**src/rtl/core/sqrp_pkg.sv**
```systemverilog
// Shared types, phase codes and constants of the query response parser.
`timescale 1ns / 1ps

package sqrp_pkg;

   localparam logic [4:0] CODE_IGNORED = 5'd19;
   localparam logic [3:0] MIN_LENGTH   = 4'd15;
   localparam logic [7:0] CHAR_FIRST   = 8'd32;
   localparam logic [7:0] CHAR_LAST    = 8'd127;
   localparam logic [5:0] FLAG_MASK    = 6'h3F;

   typedef enum logic [4:0] {
      PH_HEADER     = 5'd0,
      PH_GAME       = 5'd1,
      PH_PORT       = 5'd2,
      PH_NAME       = 5'd3,
      PH_TYPE       = 5'd4,
      PH_MAP        = 5'd5,
      PH_VERSION    = 5'd6,
      PH_PASSWORD   = 5'd7,
      PH_PLAYERS    = 5'd8,
      PH_MAX        = 5'd9,
      PH_RULE_KEY   = 5'd10,
      PH_RULE_VALUE = 5'd11,
      PH_FLAGS      = 5'd12,
      PH_PNAME      = 5'd13,
      PH_PTEAM      = 5'd14,
      PH_PSKIN      = 5'd15,
      PH_PSCORE     = 5'd16,
      PH_PPING      = 5'd17,
      PH_PTIME      = 5'd18
   } phase_type;

   typedef enum logic [1:0] {
      NUM_LEAD   = 2'd0,
      NUM_DIGITS = 2'd1,
      NUM_STOP   = 2'd2
   } num_state_type;

   typedef struct packed {
      num_state_type state;
      logic [15:0]   acc;
   } num_type;

   typedef struct packed {
      logic [7:0] data_byte;
      logic       end_of_response;
   } req_type;

   typedef struct packed {
      logic [4:0]  field_code;
      logic        text_char_valid;
      logic [6:0]  text_char;
      logic        field_end;
      logic [15:0] field_number;
      logic [7:0]  player_index;
      logic        response_done;
      logic        response_valid;
   } rsp_type;

   function automatic logic [7:0] header_byte(input logic [1:0] idx);
      logic [7:0] b;
      case (idx)
         2'd0:    b = 8'h45;
         2'd1:    b = 8'h59;
         2'd2:    b = 8'h45;
         2'd3:    b = 8'h31;
         default: b = 8'h45;
      endcase
      return b;
   endfunction

endpackage

```
**src/rtl/core/server_query_response_parser_unit.sv**
```systemverilog
// Top level of the query response parser: input stage, parser and result stage.
//
//   channel   direction   handshake              beat
//   req_      in          req_valid / req_stall  one response byte and end flag
//   rsp_      out         rsp_valid / rsp_stall  one parse result per byte
//
// One byte per clock unless the result stalls; bytes pass both stage registers.
// The parse state updates in the same cycle a byte moves from the input stage
// to the result stage, so consecutive bytes follow back to back.
// Reset clears both stages and returns the parser to the header phase.
// A stalled result holds; the input stage keeps taking beats while it has room.
`timescale 1ns / 1ps

module server_query_response_parser_unit (
   input  logic              clock,
   input  logic              reset,
   input  logic              req_valid,
   output logic              req_stall,
   input  sqrp_pkg::req_type req_payload,
   output logic              rsp_valid,
   input  logic              rsp_stall,
   output sqrp_pkg::rsp_type rsp_payload
);
   import sqrp_pkg::*;

   req_type in_data_ff;
   logic    in_valid_ff, in_valid_in;
   rsp_type out_data_ff;
   logic    out_valid_ff, out_valid_in;
   rsp_type result;
   logic    advance;
   logic    take;

   assign advance   = in_valid_ff && (!out_valid_ff || !rsp_stall);
   assign req_stall = in_valid_ff && !advance;
   assign take      = req_valid && !req_stall;

   assign in_valid_in  = take || (in_valid_ff && !advance);
   assign out_valid_in = advance || (out_valid_ff && rsp_stall);

   sqrp_core u_core (
      .clock  (clock),
      .reset  (reset),
      .step   (advance),
      .beat   (in_data_ff),
      .result (result)
   );

   always_ff @(posedge clock) begin
      if (reset) begin
         in_valid_ff  <= 1'b0;
         out_valid_ff <= 1'b0;
      end else begin
         in_valid_ff  <= in_valid_in;
         out_valid_ff <= out_valid_in;
      end
   end

   always_ff @(posedge clock) begin
      if (take) begin
         in_data_ff <= req_payload;
      end
      if (advance) begin
         out_data_ff <= result;
      end
   end

   assign rsp_valid   = out_valid_ff;
   assign rsp_payload = out_data_ff;

   a_valid_implies_done : assert property (@(posedge clock) disable iff (reset)
      rsp_valid && rsp_payload.response_valid |-> rsp_payload.response_done)
      else $error("response_valid without response_done");

   a_char_printable : assert property (@(posedge clock) disable iff (reset)
      rsp_valid && rsp_payload.text_char_valid |-> rsp_payload.text_char >= 7'd32)
      else $error("kept character below printable range");

   a_ignored_quiet : assert property (@(posedge clock) disable iff (reset)
      rsp_valid && (rsp_payload.field_code == CODE_IGNORED)
      |-> !rsp_payload.field_end && !rsp_payload.text_char_valid)
      else $error("ignored byte reports field content");

   a_done_sticky : assert property (@(posedge clock) disable iff (reset)
      advance && result.response_done |=> !advance || result.response_done)
      else $error("done status dropped before reset");

endmodule

```
**src/rtl/core/sqrp_num.sv**
```systemverilog
// Leading decimal value of a field, one character a beat, saturating.
`timescale 1ns / 1ps

module sqrp_num (
   input  sqrp_pkg::num_type cur,
   input  logic [7:0]        char_byte,
   output sqrp_pkg::num_type nxt
);
   import sqrp_pkg::*;

   logic        digit;
   logic [3:0]  digit_val;
   logic [19:0] times_ten;
   logic [19:0] sum;
   logic [15:0] sat;

   assign digit     = (char_byte >= 8'h30) && (char_byte <= 8'h39);
   assign digit_val = char_byte[3:0];
   assign times_ten = {1'b0, cur.acc, 3'b000} + {3'b000, cur.acc, 1'b0};
   assign sum       = times_ten + {16'd0, digit_val};
   assign sat       = (sum > 20'd65535) ? 16'hFFFF : sum[15:0];

   always_comb begin
      nxt = cur;
      case (cur.state)
         NUM_LEAD: begin
            if (char_byte == 8'h20) begin
               nxt = cur;
            end else if (char_byte == 8'h2B) begin
               nxt.state = NUM_DIGITS;
            end else if (digit) begin
               nxt.state = NUM_DIGITS;
               nxt.acc   = {12'd0, digit_val};
            end else begin
               nxt.state = NUM_STOP;
               nxt.acc   = 16'd0;
            end
         end
         NUM_DIGITS: begin
            if (digit) begin
               nxt.acc = sat;
            end else begin
               nxt.state = NUM_STOP;
            end
         end
         default: nxt = cur;
      endcase
   end

endmodule

```
**src/rtl/core/sqrp_core.sv**
```systemverilog
// Parse state and per-beat result logic of the query response parser.
`timescale 1ns / 1ps

module sqrp_core (
   input  logic              clock,
   input  logic              reset,
   input  logic              step,
   input  sqrp_pkg::req_type beat,
   output sqrp_pkg::rsp_type result
);
   import sqrp_pkg::*;

   phase_type   phase_ff, phase_in;
   logic [2:0]  hidx_ff, hidx_in;
   logic [7:0]  left_ff, left_in;
   logic        exp_len_ff, exp_len_in;
   logic [3:0]  cnt_ff, cnt_in;
   num_type     num_ff, num_in, num_fed, num_mid;
   logic [7:0]  expected_ff, expected_in;
   logic [7:0]  seen_ff, seen_in;
   logic [5:0]  flags_ff, flags_in;
   logic        failed_ff, failed_in;
   logic        finished_ff, finished_in;
   logic        key_ff, key_in;

   logic        busy;
   logic        printable;
   logic        hdr_match;
   logic        field_phase;
   logic        eor_eff;
   logic        do_end;
   logic        do_npf;
   logic [5:0]  flags_nx;
   logic [4:0]  pf_off;
   logic [2:0]  low_bit;
   logic [7:0]  seen_inc;
   logic [8:0]  seen_plus;

   sqrp_num u_num (
      .cur       (num_ff),
      .char_byte (beat.data_byte),
      .nxt       (num_fed)
   );

   assign busy        = finished_ff || failed_ff;
   assign printable   = (beat.data_byte >= CHAR_FIRST) && (beat.data_byte <= CHAR_LAST);
   assign hdr_match   = beat.data_byte == header_byte(hidx_ff[1:0]);
   assign field_phase = (phase_ff != PH_HEADER) && (phase_ff != PH_FLAGS);
   assign pf_off      = 5'(phase_ff) - 5'(PH_PNAME);
   assign seen_inc    = seen_ff + 8'd1;

   always_comb begin
      num_mid = num_ff;
      if (field_phase && !busy) begin
         if (exp_len_ff) begin
            num_mid.state = NUM_LEAD;
            num_mid.acc   = 16'd0;
         end else if (printable) begin
            num_mid = num_fed;
         end
      end
   end

   // next state
   always_comb begin
      phase_in    = phase_ff;
      hidx_in     = hidx_ff;
      left_in     = left_ff;
      exp_len_in  = exp_len_ff;
      cnt_in      = (cnt_ff < MIN_LENGTH) ? cnt_ff + 4'd1 : cnt_ff;
      num_in      = num_mid;
      expected_in = expected_ff;
      seen_in     = seen_ff;
      flags_in    = flags_ff;
      failed_in   = failed_ff;
      finished_in = finished_ff;
      key_in      = key_ff;
      eor_eff     = beat.end_of_response;
      do_end      = 1'b0;
      do_npf      = 1'b0;
      flags_nx    = flags_ff;
      low_bit     = 3'd0;
      seen_plus   = 9'd0;

      if (busy) begin
         eor_eff = 1'b0;
      end else begin
         case (phase_ff)
            PH_HEADER: begin
               if (!hdr_match) begin
                  failed_in = 1'b1;
               end else begin
                  hidx_in = hidx_ff + 3'd1;
                  if (hidx_ff == 3'd3) begin
                     phase_in   = PH_GAME;
                     exp_len_in = 1'b1;
                  end
               end
            end
            PH_FLAGS: begin
               flags_nx = beat.data_byte[5:0] & FLAG_MASK;
               do_npf   = 1'b1;
            end
            default: begin
               if (exp_len_ff) begin
                  key_in = 1'b0;
                  if (beat.data_byte <= 8'd1) begin
                     do_end = 1'b1;
                  end else begin
                     left_in    = beat.data_byte - 8'd1;
                     exp_len_in = 1'b0;
                  end
               end else begin
                  if (printable && (phase_ff == PH_RULE_KEY)) begin
                     key_in = 1'b1;
                  end
                  left_in = left_ff - 8'd1;
                  if (left_ff == 8'd1) begin
                     do_end = 1'b1;
                  end
               end
            end
         endcase
      end

      if (do_end) begin
         exp_len_in = 1'b1;
         case (phase_ff)
            PH_GAME, PH_PORT, PH_NAME, PH_TYPE, PH_MAP, PH_VERSION, PH_PASSWORD: begin
               phase_in = phase_type'(5'(phase_ff) + 5'd1);
            end
            PH_PLAYERS: begin
               expected_in = (num_mid.acc > 16'd255) ? 8'hFF : num_mid.acc[7:0];
               phase_in    = PH_MAX;
            end
            PH_MAX: phase_in = PH_RULE_KEY;
            PH_RULE_KEY: begin
               if (key_in) begin
                  phase_in = PH_RULE_VALUE;
               end else begin
                  seen_in = 8'd0;
                  if (expected_ff == 8'd0) begin
                     finished_in = 1'b1;
                  end else begin
                     phase_in = PH_FLAGS;
                  end
               end
            end
            PH_RULE_VALUE: phase_in = PH_RULE_KEY;
            PH_PNAME, PH_PTEAM, PH_PSKIN, PH_PSCORE, PH_PPING, PH_PTIME: begin
               flags_nx = flags_ff & ~(6'd1 << pf_off[2:0]);
               do_npf   = 1'b1;
            end
            default: phase_in = phase_ff;
         endcase
      end

      if (do_npf) begin
         exp_len_in = 1'b1;
         flags_in   = flags_nx;
         if (flags_nx == 6'd0) begin
            seen_in = seen_inc;
            if (seen_inc >= expected_ff) begin
               finished_in = 1'b1;
            end else begin
               phase_in = PH_FLAGS;
            end
         end else begin
            for (int i = 5; i >= 0; i--) begin
               if (flags_nx[i]) begin
                  low_bit = 3'(i);
               end
            end
            phase_in = phase_type'(5'(PH_PNAME) + {2'b00, low_bit});
         end
      end

      // end of response
      if (eor_eff && !finished_in && !failed_in) begin
         seen_plus = {1'b0, seen_in} + 9'd1;
         if ((phase_in == PH_HEADER) || (phase_in == PH_FLAGS) || !exp_len_in) begin
            failed_in = 1'b1;
         end else if (5'(phase_in) <= 5'(PH_PLAYERS)) begin
            finished_in = 1'b1;
         end else if (5'(phase_in) <= 5'(PH_RULE_VALUE)) begin
            if (expected_in == 8'd0) begin
               finished_in = 1'b1;
            end else begin
               failed_in = 1'b1;
            end
         end else if (seen_plus >= {1'b0, expected_in}) begin
            finished_in = 1'b1;
         end else begin
            failed_in = 1'b1;
         end
      end
      if (beat.end_of_response && finished_in && (cnt_in < MIN_LENGTH)) begin
         failed_in = 1'b1;
      end
   end

   // outputs
   always_comb begin
      result.field_code      = busy ? CODE_IGNORED : 5'(phase_ff);
      result.text_char_valid = !busy && field_phase && !exp_len_ff && printable;
      result.text_char       = result.text_char_valid ? beat.data_byte[6:0] : 7'd0;
      result.field_end       = 1'b0;
      result.field_number    = 16'd0;
      if (!busy) begin
         case (phase_ff)
            PH_HEADER: result.field_end = hdr_match && (hidx_ff == 3'd3);
            PH_FLAGS:  result.field_end = 1'b1;
            default: begin
               if (exp_len_ff) begin
                  result.field_end = beat.data_byte <= 8'd1;
               end else begin
                  result.field_end    = left_ff == 8'd1;
                  result.field_number = num_mid.acc;
               end
            end
         endcase
      end
      result.player_index   = seen_ff;
      result.response_done  = finished_in || failed_in;
      result.response_valid = finished_in && !failed_in && (cnt_in >= MIN_LENGTH);
   end

   always_ff @(posedge clock) begin
      if (reset) begin
         phase_ff    <= PH_HEADER;
         hidx_ff     <= 3'd0;
         left_ff     <= 8'd0;
         exp_len_ff  <= 1'b1;
         cnt_ff      <= 4'd0;
         num_ff      <= '{state: NUM_LEAD, acc: 16'd0};
         expected_ff <= 8'd0;
         seen_ff     <= 8'd0;
         flags_ff    <= 6'd0;
         failed_ff   <= 1'b0;
         finished_ff <= 1'b0;
         key_ff      <= 1'b0;
      end else if (step) begin
         phase_ff    <= phase_in;
         hidx_ff     <= hidx_in;
         left_ff     <= left_in;
         exp_len_ff  <= exp_len_in;
         cnt_ff      <= cnt_in;
         num_ff      <= num_in;
         expected_ff <= expected_in;
         seen_ff     <= seen_in;
         flags_ff    <= flags_in;
         failed_ff   <= failed_in;
         finished_ff <= finished_in;
         key_ff      <= key_in;
      end
   end

endmodule
```
**config.mk**
```make
export PLATFORM = sky130hd
export DESIGN_NAME = server_query_response_parser_unit
export DESIGN_NICKNAME = d
export VERILOG_FILES = /design/src/rtl/core/sqrp_pkg.sv /design/src/rtl/core/server_query_response_parser_unit.sv /design/src/rtl/core/sqrp_num.sv /design/src/rtl/core/sqrp_core.sv
export SDC_FILE = /design/constraint.sdc
export NUM_CORES = 1
export LEC_CHECK = 0
export ABC_AREA = 1
export BUFFER_PORTS_ARGS = -buffer_cell sky130_fd_sc_hd__buf_4
export CAP_MARGIN = 20
export CELL_PAD_IN_SITES_DETAIL_PLACEMENT = 0
export CELL_PAD_IN_SITES_GLOBAL_PLACEMENT = 1
export CORE_ASPECT_RATIO = 0.8
export CORE_MARGIN = 4
export CORE_UTILIZATION = 45
export DETAILED_ROUTE_END_ITERATION = 8
export GPL_TIMING_DRIVEN = 1
export PLACE_DENSITY_LB_ADDON = 0.2
export SLEW_MARGIN = 40
export SYNTH_ARGS = -nofsm -noshare
export SYNTH_HDL_FRONTEND = slang
export SYNTH_HIERARCHICAL = 1
export SYNTH_SLANG_ARGS = --single-unit
export TNS_END_PERCENT = 50
```
**constraint.sdc**
```tcl
create_clock -name clock -period 7.1 [get_ports clock]
set_input_delay 1.42 -clock clock [delete_from_list [all_inputs] [get_ports clock]]
set_output_delay 1.42 -clock clock [all_outputs]
set_load 0.02 [all_outputs]
```
==> impl_metrics.tcl <==
set metrics [dict create \
    clock_latency_ps 410 \
    fmax_mhz 171 \
    clkSinkCount 115 \
    cts_setup_buffers 0 \
    whs_ps 484 \
    synth_cell_types 55 \
    area_delta_synth_final_pct 12.6 \
    yosysWarnings 6 \
    grt_use_total_pct 23.4 \
    crit_top_cell "nand2_1" \
    hold_violations 0 \
    final_antenna_net_count 0 \
    layout_min_cycle_time_ps 5840 \
    viasPerCell 5.26 \
    synth_edf_count 49 \
    dieArea_um2 23000 \
    wirelength_mm 26.6 \
    ctsHoldBuffers 0 \
    start_kind "register" \
    fin_setup_tns_ps 0 \
    grt_max_degree 65 \
    tritoncts "yes" \
    start_util_pct 46.3 \
    clk_path_buf_depth 2 \
    dpl.cell_count 1639 \
    synth-main-ff-cell "dfxtp_1" \
    synthCells 1352 \
    slew_violations 0 \
    relSlewSlack_pct 44.1 \
    worst-path-max-fanout 16 \
    cts-root-buf "clkbuf_16" \
    h-tree-depth 4 \
    reg2reg_slack_ps 1260 \
    peakVddDrop_uv 155 \
    syn_area_per_cell_um2 6.86 \
    die_w_um 169 \
    num_io_pins 55 \
    rsz0062_at_grt "false" \
    dp.final_hpwl_mm 19.8 \
    worstMarginPinSlew_ps 833 \
    grt_pass1_vias 7655 \
    gr-total-overflow 0 \
    stdcell_count 1671 \
    status "completed" \
    fp.dieH_um 136 \
    setup_viol 0 \
    clk_pin_slew_ps 60 \
    antenna_found_initial 1 \
    layout-drive-gt1-share_pct 15.1 \
    maxCapViolCount 0 \
    gp_congestion 0.938 \
    mostFrequentLayoutCells "nand2_1 (352), inv_1 (191), nor2_1 (123), a21oi_1 (94), o21ai_0 (75)" \
    cts_buffers 17 \
    setup.worst_path.class "register to register" \
    io_buffers 54 \
    diodes 0 \
    p_leak_uw 0.00515 \
    syn-cell-area_um2 9280 \
    fin_skew_ps 5.84 \
    cp-end-kind "register" \
    firstDrtPassIters 5 \
    crit_arrival_ps 5990 \
    cp_data_required_time_ps 7250 \
    drc_errors 0 \
    drtIter0Drc 940 \
    syn-num-nets 1434 \
    power.density_nw_per_um2 202 \
    final_common_cell "nand2_1" \
    hold_path_class "register to register" \
    nets 1476 \
    slowest_delay_ps 580 \
    wl_per_cell_um 15.9 \
    cp_slowest_cell "edfxtp_1" \
    period_share_pct 82.2 \
    ctsResizeCount 0 \
    ys_seq_area_share_pct 30.1 \
    vias 8783 \
    rows 46 \
    synth-seq-cells 115 \
    core_area_um2 20000 \
    async_flop_share_pct 0 \
    grt_pass1_wl_mm 42.7 \
]
worst paths after layout:
kind                            depth (start not counted)              start           endpoint
worst max-delay path                                   37      in_data_ff[4]     rsp_payload[1]
worst min-delay path                                    2  u_core/left_ff[3]  u_core/left_ff[3]
worst max register to register                         37      in_data_ff[4]     rsp_payload[1]
worst min register to register                          2  u_core/left_ff[3]  u_core/left_ff[3]
synthesized netlist by cell type, types with 3 or more instances:
master | count | area share, %
clkbuf_1 | 20 | 0.81
nand3_2 | 18 | 1.9
xnor2_1 | 6 | 0.57
nor2_1 | 123 | 5.0
inv_1 | 192 | 7.8
nor2_4 | 9 | 1.1
nor3_1 | 12 | 0.65
o21ai_2 | 7 | 0.66
nand2_1 | 352 | 14
inv_2 | 19 | 0.77
nand2_2 | 39 | 2.6
nand2_4 | 4 | 0.49
dfxtp_1 | 66 | 14
a21oi_2 | 7 | 0.66
o211ai_1 | 7 | 0.57
buf_6 | 3 | 0.36
xor2_1 | 23 | 2.2
buf_2 | 5 | 0.27
nor2_2 | 5 | 0.34
nor3_2 | 3 | 0.32
a31oi_1 | 4 | 0.27
a21oi_1 | 95 | 5.1
or2_2 | 5 | 0.34
a211oi_1 | 4 | 0.32
edfxtp_1 | 49 | 16
o21ai_1 | 8 | 0.43
o21ai_0 | 75 | 4.0
nand3_1 | 72 | 3.9
ha_1 | 67 | 9.0
nand4_1 | 16 | 1.1
flip-flops by register name, indices dropped and copies added (netlist names), 3 cells and up:
register / count
u_core/hidx_ff: 3
u_core/cnt_ff: 4
u_core/num_ff: 18
u_core/seen_ff: 8
u_core/left_ff: 8
u_core/expected_ff: 8
rsp_payload: 40
in_data_ff: 9
u_core/flags_ff: 6
u_core/phase_ff: 5
layout make-up:
cell class	instances	area (um^2)
fill	2056	9580
multi-input combinational	990	5480
inverter	212	796
timing repair buffer	58	435
tap	264	330
clock inverter	15	183
clock buffer	17	425
sequential	115	2790
power breakdown:
part           total (uW)  internal, uW  switching, uW  leakage (uW)
clock                 883           555            329      0.000288
combinational         457           147            310       0.00384
sequential            773           729           44.1       0.00102
routing by layer:
metal  up-vias  global-route usage (%)  part of all wire [%]
met4         0                    4.51                  0.95
met3        17                    4.04                   7.3
met1      4023                    38.2                    52
li1       4448                       -                     -
met5         -                       0                     0
met2       295                    31.5                    39
metrics by stage:
step	setup WS (ps)	total power (uW)	instance area, um^2	util, %
floorplan	2060	1110	9280	-
global placement	1470	1230	9840	49.1
detailed placement	1330	1230	9840	49.1
CTS	1300	2130	10400	52.2
global route	690	2220	10400	52.2
finish	1260	2110	10400	52.2
critical path, delay by kind of cell, from the launching register on:
kind | cells | cell delay, ps
AND/OR/NAND/NOR | 25 | 2600
adder cells (fa/ha/maj) | 3 | 1290
AO/OA/AOI/OAI | 8 | 1050
flip-flops | 1 | 580
buffers and inverters | 1 | 60
cells by family (layout without fill, tap and decap cells):
| kind of cell | after synthesis | count (layout) | share of synthesized area, % |
|---|---|---|---|
| adders and majority gates | 69 | 69 | 9.46 |
| AOI/OAI and AO/OA | 221 | 221 | 13.3 |
| buffers and inverters | 247 | 302 | 10.9 |
| DFF | 115 | 115 | 30.1 |
| and+or+nand+nor | 671 | 671 | 33.5 |
| xor gates and xnor gates | 29 | 29 | 2.74 |
Power figures use the tool's default switching activity.
